===== config.mk =====
export PLATFORM = sky130hd
export DESIGN_NAME = afrc_cfg
export DESIGN_NICKNAME = d
export VERILOG_FILES = /design/src/rtl/afrc_pkg.sv /design/src/rtl/afrc_cfg.sv
export SDC_FILE = /design/constraint.sdc
export NUM_CORES = 1
export LEC_CHECK = 0
export ABC_AREA = 1
export BUFFER_PORTS_ARGS = -buffer_cell sky130_fd_sc_hd__buf_2
export CORE_MARGIN = 5
export CORE_UTILIZATION = 40
export DETAILED_ROUTE_END_ITERATION = 16
export PLACE_DENSITY = 0.78
export SYNTH_ARGS = -nofsm -noshare
export SYNTH_HDL_FRONTEND = slang
export SYNTH_SLANG_ARGS = --single-unit
export TNS_END_PERCENT = 20

===== constraint.sdc =====
create_clock -name clk -period 1 [get_ports clk]
set_input_delay 0.2 -clock clk [delete_from_list [all_inputs] [get_ports clk]]
set_output_delay 0.2 -clock clk [all_outputs]
set_load 0.02 [all_outputs]

===== src/rtl/afrc_pkg.sv =====
// ----------------------------------------------------------------------------
// afrc_pkg
// shared types and constants for the rate corrected audio fifo
// ----------------------------------------------------------------------------
package afrc_pkg;

    // storage words, at most DEPTH-1 of them in use
    localparam int DEPTH   = 4096;
    localparam int ADDR_W  = $clog2(DEPTH);
    localparam int CNT_W   = $clog2(DEPTH);
    localparam int WORD_W  = 32;
    localparam int SAMP_W  = 16;
    localparam int FILL_W  = 12;
    localparam int ADD_W   = 12;
    localparam int THR_W   = 13;
    localparam int ACC_W   = 13;
    localparam int SUM_W   = ACC_W + 1;

    localparam logic [ADD_W-1:0] ADDEND_RESET    = ADD_W'(785);
    localparam logic [THR_W-1:0] THRESHOLD_RESET = THR_W'(1024);
    localparam logic [ACC_W-1:0] ACC_MAX         = '1;

    // apb register indexes
    localparam logic REG_ADDEND    = 1'b0;
    localparam logic REG_THRESHOLD = 1'b1;

    typedef enum logic [1:0] {
        OP_PUSH      = 2'd0,
        OP_FRAME_END = 2'd1,
        OP_POP       = 2'd2,
        OP_NOP       = 2'd3
    } op_t;

    typedef struct packed {
        logic [ADD_W-1:0] addend;
        logic [THR_W-1:0] threshold;
    } cfg_t;

    // per item status handed from control to the output stage
    typedef struct packed {
        logic              pop_ok;
        logic              underrun;
        logic              dropped;
        logic              silence;
        logic [FILL_W-1:0] fill;
    } res_t;

endpackage


===== src/rtl/afrc_cfg.sv =====
// ----------------------------------------------------------------------------
// afrc_cfg
// apb register file for the rate addend and threshold
// ----------------------------------------------------------------------------
module afrc_cfg
(
    input  logic              clk,
    input  logic              rst_n,
    input  logic              psel,
    input  logic              penable,
    input  logic              pwrite,
    input  logic [2:0]        paddr,
    input  logic [31:0]       pwdata,
    output logic [31:0]       prdata,
    output logic              pready,
    output afrc_pkg::cfg_t    cfg
);
    import afrc_pkg::*;

    logic [ADD_W-1:0] addend_reg;
    logic [THR_W-1:0] threshold_reg;
    logic             wr_stb;

    assign pready = 1'b1;
    assign wr_stb = psel && penable && pwrite && pready;

    always_ff @(posedge clk or negedge rst_n)
    begin
        if (!rst_n)
        begin
            addend_reg    <= ADDEND_RESET;
            threshold_reg <= THRESHOLD_RESET;
        end
        else if (wr_stb)
        begin
            unique case (paddr[2])
                REG_ADDEND:    addend_reg    <= pwdata[ADD_W-1:0];
                REG_THRESHOLD: threshold_reg <= pwdata[THR_W-1:0];
                default:       ;
            endcase
        end
    end

    always_comb
    begin
        unique case (paddr[2])
            REG_ADDEND:    prdata = 32'(addend_reg);
            REG_THRESHOLD: prdata = 32'(threshold_reg);
            default:       prdata = '0;
        endcase
    end

    assign cfg.addend    = addend_reg;
    assign cfg.threshold = threshold_reg;

endmodule


==> results.md <==
* Seq/Total Area, Yosys at 47.0%
* FP Rows at 21
* Area share of the largest cell type after synthesis at 37.2%
* Met2 WL at 1.63 mm
* Total global routing overflow at 0
* CTS Sinks at 25
* Die extent in y at 68.0 um
* Least-Margin Pin Slew at 551 ps
* Worst EP arrival at 1140 ps
* Synth Register Bits at 25
* Finished Layout Cells at 280
* Hold Path Class: in -> reg
* VDD IR max at 667 uV
* # setup viols final at 38
* Skew final at 0 ps
* Yosys warns at 0
* Post-Synthesis Cell Area at 1350 sq um
* Critical path class: reg -> out
* Post-DR wirelength/cell at ~11 um
* Met1 WL at 1.32 mm
* Number of flops mapped to enable cells by yosys at 0
* Fin nets at 275
* Pin count of the biggest net entering global routing at 26
* Most used DFF post-synth: dfrtp_1
* Total number of vias at 1225
* Ys async rst share at 100%
* PnR Total Power at a little over 3000 uW
* RSZ-0062 raised after global routing: yes
* CTS tree: done
* Hold Crit Start: pwdata[10]
* Final Hold Viols at 0
* Final Max Tran Viols at 0
* Final worst-path cycle share at 134%
* WL final at between 3 and 4 mm
* Crit path max fanout at 3
* Vias in the first global route at 1214
* Fin util at 54.2%
* Die ar. at 4620 sq um
* Routed wl met3 at approximately 240 um
* Mean Syn Cell Area at 7.69 sq um
* Root Driver: clkbuf_4
* Placed cells at 275
* Cell count after synthesis at 175
* GP Congestion at 0.696
* Max FFs per register at 13
* IO buf count at 56
* IO Count at between 90 and 100
* First-pass GRT wire length at slightly above 5 mm
* Antenna-violating nets left at 0
* Initial Utilization at approximately 41%
* Initial antenna violation count at 0
* Hpwl dp at 2.35 mm
* CP startpoint: addend_reg[4]$_DFFE_PN1P_
* DR top layer: met4
* Share of cells above drive strength 1 at 35.5%
* Clock latency on the worst-skew pair at between 300 and 400 ps
* Worst Slack Setup Final at -336 ps
* Count leader, synth: nand2_1
* N_diodes at 0
* DR DRC count at 0
* Worst rel slew slack at between 60% and 70%
* Status: finished with violations
* Synth cell count leaders: 88 x nand2_1, 25 x nand3_1, 21 x buf_4
* Critical path capture point type: output pin
* Startpoint types: register
* Failing checks: setup timing
* Pre-antenna DRT Iters at 4
* Post-CTS Setup Bufs at 0
* Total GRT Usage at ~14%
* Final non-filler cell area at 1780 sq um
* PD cells at 1740 nW/um^2
* Area delta synth->final at 32.5%
* Num CTS Buffers at 3
* Placed cell areas at 1660 sq um
* Reg-to-Reg Start: addend_reg[0]$_DFFE_PN1P_
* Horiz. Die Dim at 68.0 um
* Clock tree buffer depth at 2
* Fillers at between 300 and 400
* Core Area at 3280 sq um
* Cell taking the most area after synthesis: dfrtp_1
* Drt initial violations at 44
* Sum Neg Setup Slack at -6030 ps
* FMAX at 0.749 GHz
* Worst endpoint required time at 800 ps
* Leakage at 0.00105 uW
* CTS HTree Levels at 1
* Vias per std cell at 4.38
* Clk slew on worst S/H paths at around 130 ps
* Synth area leaders: dfrtp_1 37%, nand2_1 25%, buf_4 12%, dfstp_2 9.8%, nand3_1 9.3%
* Netlist cell types at 14
* Post-route minimum period at 1340 ps
* Max-cap viol count at 0
[worst max-delay path, stage by stage (launching register included)]
cell and delay [ps]:
dfstp_2 580, nand2_2 60, nand2_2 70, buf_6 110
[per-layer routing]
metal  global-route usage (%)  vias to the layer above
li1                         -                      621
met1                     17.5                      559
met2                     26.0                       43
met3                     1.97                        2
met4                     4.47                        0
met5                        0                        -
[per-stage QoR]
step / hold slack, ps / setup WS (ps)
6_report: 89.7 / -336
4_1_cts: 78.1 / -326
3_3_place_gp: 207 / -29.5
5_1_grt: 87.7 / -397
3_5_place_dp: 216 / -39.8
2_1_floorplan: -95.6 / -30.5
[cell usage in the layout, fill, tap and decap left out, types with 2 or more instances in the layout]
master,instances
nand2_1,82
buf_2,44
nand3_1,25
conb_1,20
dfrtp_1,20
buf_6,11
nand2_2,6
buf_4,6
dfstp_2,5
buf_12,4
clkbuf_4,3
inv_2,2
[cell type report]
class / instances / area [sq um] / share of cell area (%)
Inverter: 3 / 11.3 / 0.632
Multi-Input combinational cell: 136 / 576 / 32.3
Tap cell: 46 / 57.6 / 3.23
Timing Repair Buffer: 66 / 479 / 26.9
Clock buffer: 4 / 26.3 / 1.47
Sequential cell: 25 / 632 / 35.5
[power breakdown]
part | leakage [uW] | switching (uW) | internal, uW
combinational | 0.000732 | 781 | 481
clock | 0.0000150 | 292 | 156
sequential | 0.000304 | 158 | 1230
total | 0.00105 | 1230 | 1870
[cells by family (layout without fill, tap and decap cells)]
family	after synthesis	count (layout)	synth area share (%)
other	2	20	0.558
AND/OR/NAND/NOR	116	116	36.1
flip-flops	25	25	47.0
buffers and inverters	32	73	16.4
[worst paths after layout]
path                                                       to  slack [ps]  depth (start not counted)
worst max-delay path                                prdata[4]        -340                          3
worst min-delay path            threshold_reg[10]$_DFFE_PN1P_          90                          3
worst max register to register      addend_reg[0]$_DFFE_PN1P_         250                          2
worst min register to register      addend_reg[8]$_DFFE_PN1P_         490                          2
max in group asynchronous           addend_reg[8]$_DFFE_PN1P_         230                          2
min in group asynchronous        threshold_reg[9]$_DFFE_PN0P_         400                          2
[what timing repair did]
| item | in CTS | in global routing |
|---|---|---|
| resized for setup | 15 | 12 |
| hold endpoints to repair | 20 | 0 |
| endpoints found under the setup margin | 38 | 38 |
| gates cloned | 0 | 0 |
| hold buffers | 1 | 0 |
| pin swaps | 2 | 4 |
No activity file was read; power rests on OpenSTA's default activity.
