[src/rtl/afrc_pkg.sv]
// ----------------------------------------------------------------------------
// afrc_pkg
// shared types and constants for the rate corrected audio fifo
// ----------------------------------------------------------------------------
package afrc_pkg;

    // storage words, at most DEPTH-1 of them in use
    localparam int DEPTH   = 4096;
    localparam int ADDR_W  = $clog2(DEPTH);
    localparam int CNT_W   = $clog2(DEPTH);
    localparam int WORD_W  = 32;
    localparam int SAMP_W  = 16;
    localparam int FILL_W  = 12;
    localparam int ADD_W   = 12;
    localparam int THR_W   = 13;
    localparam int ACC_W   = 13;
    localparam int SUM_W   = ACC_W + 1;

    localparam logic [ADD_W-1:0] ADDEND_RESET    = ADD_W'(785);
    localparam logic [THR_W-1:0] THRESHOLD_RESET = THR_W'(1024);
    localparam logic [ACC_W-1:0] ACC_MAX         = '1;

    // apb register indexes
    localparam logic REG_ADDEND    = 1'b0;
    localparam logic REG_THRESHOLD = 1'b1;

    typedef enum logic [1:0] {
        OP_PUSH      = 2'd0,
        OP_FRAME_END = 2'd1,
        OP_POP       = 2'd2,
        OP_NOP       = 2'd3
    } op_t;

    typedef struct packed {
        logic [ADD_W-1:0] addend;
        logic [THR_W-1:0] threshold;
    } cfg_t;

    // per item status handed from control to the output stage
    typedef struct packed {
        logic              pop_ok;
        logic              underrun;
        logic              dropped;
        logic              silence;
        logic [FILL_W-1:0] fill;
    } res_t;

endpackage

[src/rtl/afrc_ctrl.sv]
// ----------------------------------------------------------------------------
// afrc_ctrl
// ring pointers, fill count and rate accumulator; drives the store ports
// ----------------------------------------------------------------------------
module afrc_ctrl
(
    input  logic                           clk,
    input  logic                           rst_n,
    input  logic                           accept,
    input  afrc_pkg::op_t                  op,
    input  logic [afrc_pkg::SAMP_W-1:0]    left_sample,
    input  logic [afrc_pkg::SAMP_W-1:0]    right_sample,
    input  afrc_pkg::cfg_t                 cfg,
    output logic                           wr_en,
    output logic [afrc_pkg::ADDR_W-1:0]    wr_addr,
    output logic [afrc_pkg::WORD_W-1:0]    wr_data,
    output logic                           rd_en,
    output logic [afrc_pkg::ADDR_W-1:0]    rd_addr,
    output afrc_pkg::res_t                 res
);
    import afrc_pkg::*;

    logic [ADDR_W-1:0] wr_idx_reg, wr_idx_next;
    logic [ADDR_W-1:0] rd_idx_reg, rd_idx_next;
    logic [CNT_W-1:0]  count_reg, count_next;
    logic [ACC_W-1:0]  acc_reg, acc_next;
    logic [SUM_W-1:0]  sum;
    logic              full;
    logic              empty;
    logic              put;

    assign full  = count_reg >= CNT_W'(DEPTH - 1);
    assign empty = count_reg == '0;

    always_comb
    begin
        put      = 1'b0;
        rd_en    = 1'b0;
        wr_data  = '0;
        acc_next = acc_reg;
        sum      = SUM_W'(acc_reg) + SUM_W'(cfg.addend);
        res      = '0;

        unique case (op)
            OP_PUSH:
            begin
                wr_data = {left_sample, right_sample};
                if (full)
                    res.dropped = 1'b1;
                else
                    put = 1'b1;
            end
            OP_FRAME_END:
            begin
                // silence word due once the accumulator reaches the threshold
                if (sum >= SUM_W'(cfg.threshold))
                begin
                    sum = sum - SUM_W'(cfg.threshold);
                    if (full)
                        res.dropped = 1'b1;
                    else
                    begin
                        put         = 1'b1;
                        res.silence = 1'b1;
                    end
                end
                if (sum > SUM_W'(ACC_MAX))
                    acc_next = ACC_MAX;
                else
                    acc_next = sum[ACC_W-1:0];
            end
            OP_POP:
            begin
                if (empty)
                    res.underrun = 1'b1;
                else
                begin
                    rd_en      = accept;
                    res.pop_ok = 1'b1;
                end
            end
            OP_NOP: ;
            default: ;
        endcase

        wr_en = put && accept;

        wr_idx_next = (wr_idx_reg == ADDR_W'(DEPTH - 1)) ? '0 : wr_idx_reg + ADDR_W'(1);
        rd_idx_next = (rd_idx_reg == ADDR_W'(DEPTH - 1)) ? '0 : rd_idx_reg + ADDR_W'(1);

        priority if (put)
            count_next = count_reg + CNT_W'(1);
        else if (res.pop_ok)
            count_next = count_reg - CNT_W'(1);
        else
            count_next = count_reg;

        res.fill = FILL_W'(count_next);
    end

    assign wr_addr = wr_idx_reg;
    assign rd_addr = rd_idx_reg;

    always_ff @(posedge clk or negedge rst_n)
    begin
        if (!rst_n)
        begin
            wr_idx_reg <= '0;
            rd_idx_reg <= '0;
            count_reg  <= '0;
            acc_reg    <= '0;
        end
        else if (accept)
        begin
            if (put)
                wr_idx_reg <= wr_idx_next;
            if (res.pop_ok)
                rd_idx_reg <= rd_idx_next;
            count_reg <= count_next;
            acc_reg   <= acc_next;
        end
    end

endmodule

[config.mk]
export PLATFORM = sky130hd
export DESIGN_NAME = afrc_ctrl
export DESIGN_NICKNAME = d
export VERILOG_FILES = /design/src/rtl/afrc_pkg.sv /design/src/rtl/afrc_ctrl.sv
export SDC_FILE = /design/constraint.sdc
export NUM_CORES = 1
export LEC_CHECK = 0
export BUFFER_PORTS_ARGS = -buffer_cell sky130_fd_sc_hd__buf_2
export CORE_MARGIN = 1
export CORE_UTILIZATION = 47
export DETAILED_ROUTE_END_ITERATION = 6
export PLACE_DENSITY_LB_ADDON = 0.12
export SLEW_MARGIN = 40
export SYNTH_ARGS = -nofsm -noshare
export SYNTH_HDL_FRONTEND = slang
export SYNTH_SLANG_ARGS = --single-unit
[constraint.sdc]
create_clock -name clk -period 5.1 [get_ports clk]
set_input_delay 1.02 -clock clk [delete_from_list [all_inputs] [get_ports clk]]
set_output_delay 1.02 -clock clk [all_outputs]
set_load 0.01 [all_outputs]
==> run metrics <==
run status=complete, but fails checks; failing checks=negative setup slack; Clock Sinks=49; Die ar.=9460 um2; Detailed Place HPWL=9.60 mm; main flop type after synthesis=dfrtp_1; Setup Skew=0.0103 ns; Tmin final=5.45 ns; Critical Path AT=4.43 ns; Sum Neg Setup Slack=-3.82 ns; post-synthesis mux area share=0.00939; peak supply drop=0.380 mV; Post-synth top cells=49 x dfrtp_1, 44 x nand2_1, 42 x nor2_1; residual DRC count=0; slew margin rel.=0.551; Seq cells post-synth=49; internal power=2.65 mW; initial core utilization=0.487; Synth Cell Area=4270 um2; Synth cell types=65; Largest delay share family, worst path=compound AO/OA/AOI/OAI gates; Chip Width=between 90 and 100 um; Pleak=3.13 nW; max reg flops=13; FILL cells=690; WP data required=4.08 ns; Critical Path Stages=19; simple-gate share of the synthesized area=0.256; final worst path period share=1.07; Final Net Count=approximately 820; max_cap viols=0; share of layout cells above drive strength 1=0.422; cell count after synthesis=505; Min-Delay Path Depth=1; Post-synth ARST share=1.00; post-layout util=0.718; Adder-Cell Fraction of Synth Area=0.0945; synthesis-to-layout area growth=47.6%; Diodes inserted=0; Synth Area in Compound Gates=0.203; PortBufs=135; post-synthesis net count=between 500 and 600; DRT antenna net count=0; setup violators final=15; Post-synth EDFFs=0; Total GRT Usage=0.290; Die Ht=97.3 um; clock-pin slew on the worst setup and hold paths=roughly 0.11 ns; Crit. End Element=output pin; pwr dens=769 nW/um2; TritonCTS clock tree=done; Hold Crit Start=rd_addr[2]; final wirelength=around 14 mm; largest cells by area after synthesis=dfrtp_1 29%, ha_1 8.5%, xnor2_1 8.2%; 1st-pass router iterations=4; Synth Area in XOR/XNOR=0.109; post-synthesis sequential area ratio=0.287; achievable frequency=approximately 0.18 GHz; clock tree buffer depth=2; Worst R2R Path Depth=33; initial DRC count=107; count leader, synth=dfrtp_1; global route overflow=0; I/O pins=136; unrepaired setup endpoints after global routing=true; Worst Tran Pin Value=between 0.6 and 0.7 ns; total CTS buffers=5; Buf/Inv on CP=4; switching pwr=2.19 mW; antenna violations before repair=0; DR WL/cell=16.6 um; gpl congestion=roughly 0.88; Reg power frac=0.144; H-tree depth=2; CP Class=input pin to output pin; main combinational cell family by area after synthesis=simple AND/OR/NAND/NOR gates; Clk network pwr share=0.054; clock root buffer=clkbuf_8; Post-Place Setup Slack=-0.447 ns; Rows=34; hold slack=0.526 ns; critical path's slowest cell=or3_1; Comb power frac=0.802; clk_lat worst skew=0.31 ns; worst min-delay path category=register to register; Worst R2R Start=acc_reg[1]; Vias=4657; CP max FO=5; CP Launch Type=input pin; global-route wire length before repair=between 20 and 25 mm; vias in the first global route=4643; core area=8760 um2; Final Hold Vio Count=0; Ys Warns=0; Synth top area share=0.287; Worst Setup SP=cfg[13]; count of final max-slew check failures=0; Avg Cell Area, Syn=between 8 and 9 um2; CP peak stage delay=0.39 ns; drt via density=5.58; critical path cell sequence=buf_8 > ha_4 > buf_12 > a211oi_4 > o21a_2 > o31ai_4 > or3_1 > o21ai_2 > xnor2_2 > ha_4 > nand3_2 > nor2_4 > or2_4 > o22a_1 > a211oi_4 > buf_6 > o41ai_4 > xor2_1 > buf_2; largest net degree at the start of global routing=50; Synth area leader=dfrtp_1; final worst slack=-0.347 ns; Sw Share=0.453
layer usage:
metal,share of wire,global-route usage,up-vias,wire length (um)
met4,0.031,0.104,0,432
met3,0.050,0.0388,35,689
met1,0.41,0.341,2225,5730
li1,-,-,2224,-
met2,0.51,0.535,173,7010
met5,0,0,-,0
metrics by stage:
| stage | power (mW) | instance area [um2] | instances |
|---|---|---|---|
| after global placement | 3.42 | 5510 | 782 |
| after floorplan | 2.54 | 4410 | 505 |
| after CTS | 4.44 | 6080 | 827 |
| after detailed placement | 3.48 | 5510 | 782 |
| after global routing | 5.17 | 6300 | 835 |
| final | 4.84 | 6300 | 835 |
final cells by class:
type                       count  area, um2  share of cell area
clock buffer                   5       68.8              0.0109
sequential                    49       1230               0.195
tap                          108        135              0.0215
timing repair buffer         227       1470               0.233
inverter                      27        104              0.0165
multi-input combinational    416       3260               0.518
clock inverter                 3       28.8             0.00457
cell families (layout without fill, tap and decap cells):
logic type	after synthesis	after routing
simple gates	205	205
xor+xnor	53	53
fa+ha+maj	31	31
compound gates	123	123
mux	4	4
buf+inv	40	262
flops	49	49
power groups by stage:
stage          registers (mW)  logic (mW)  clock network [mW]
2_1_floorplan           0.637        1.90                   0
6_report                0.698        3.88               0.263
4_1_cts                 0.685        3.48               0.271
3_5_place_dp            0.689        2.79                   0
5_1_grt                 0.716        4.17               0.284
3_3_place_gp            0.683        2.73                   0
timing repair:
| item | CTS | global route |
|---|---|---|
| hold buffers | 0 | 0 |
| hold endpoints to repair | 0 | 0 |
| pin swaps | 30 | 36 |
| gates resized for setup | 33 | 36 |
| gates cloned | 1 | 0 |
| setup endpoints to repair | 14 | 16 |
| setup buffers | 37 | 13 |
cells in the final DEF, fill, tap and decap left out, types with 4 or more instances in the layout:
master	instances
o21ai_2	4
ha_4	7
nor2b_1	5
nor2_1	36
ha_1	21
o31ai_1	4
o21ai_1	7
xnor2_1	37
a21o_1	8
clkbuf_8	5
mux2i_1	4
o21ai_0	23
or3_1	4
o41ai_4	4
nor3_1	9
a31oi_1	6
nand3_1	23
nand2b_1	5
buf_2	132
a21oi_1	25
inv_1	23
and2_1	35
nand2_1	42
buf_4	74
and3_1	10
buf_6	18
o21a_1	10
dfrtp_1	49
nor2_2	6
xor2_1	13
final timing paths:
kind | end | slack, ns
worst max register to register | acc_reg[11] | 0.12
worst min-delay path | rd_addr[2] | 0.53
max in group asynchronous | wr_addr[5] | 3.83
min in group asynchronous | acc_reg[7] | 0.81
worst max-delay path | res[7] | -0.35
worst min register to register | rd_addr[2] | 0.53
(Power assumes the default switching activity.)
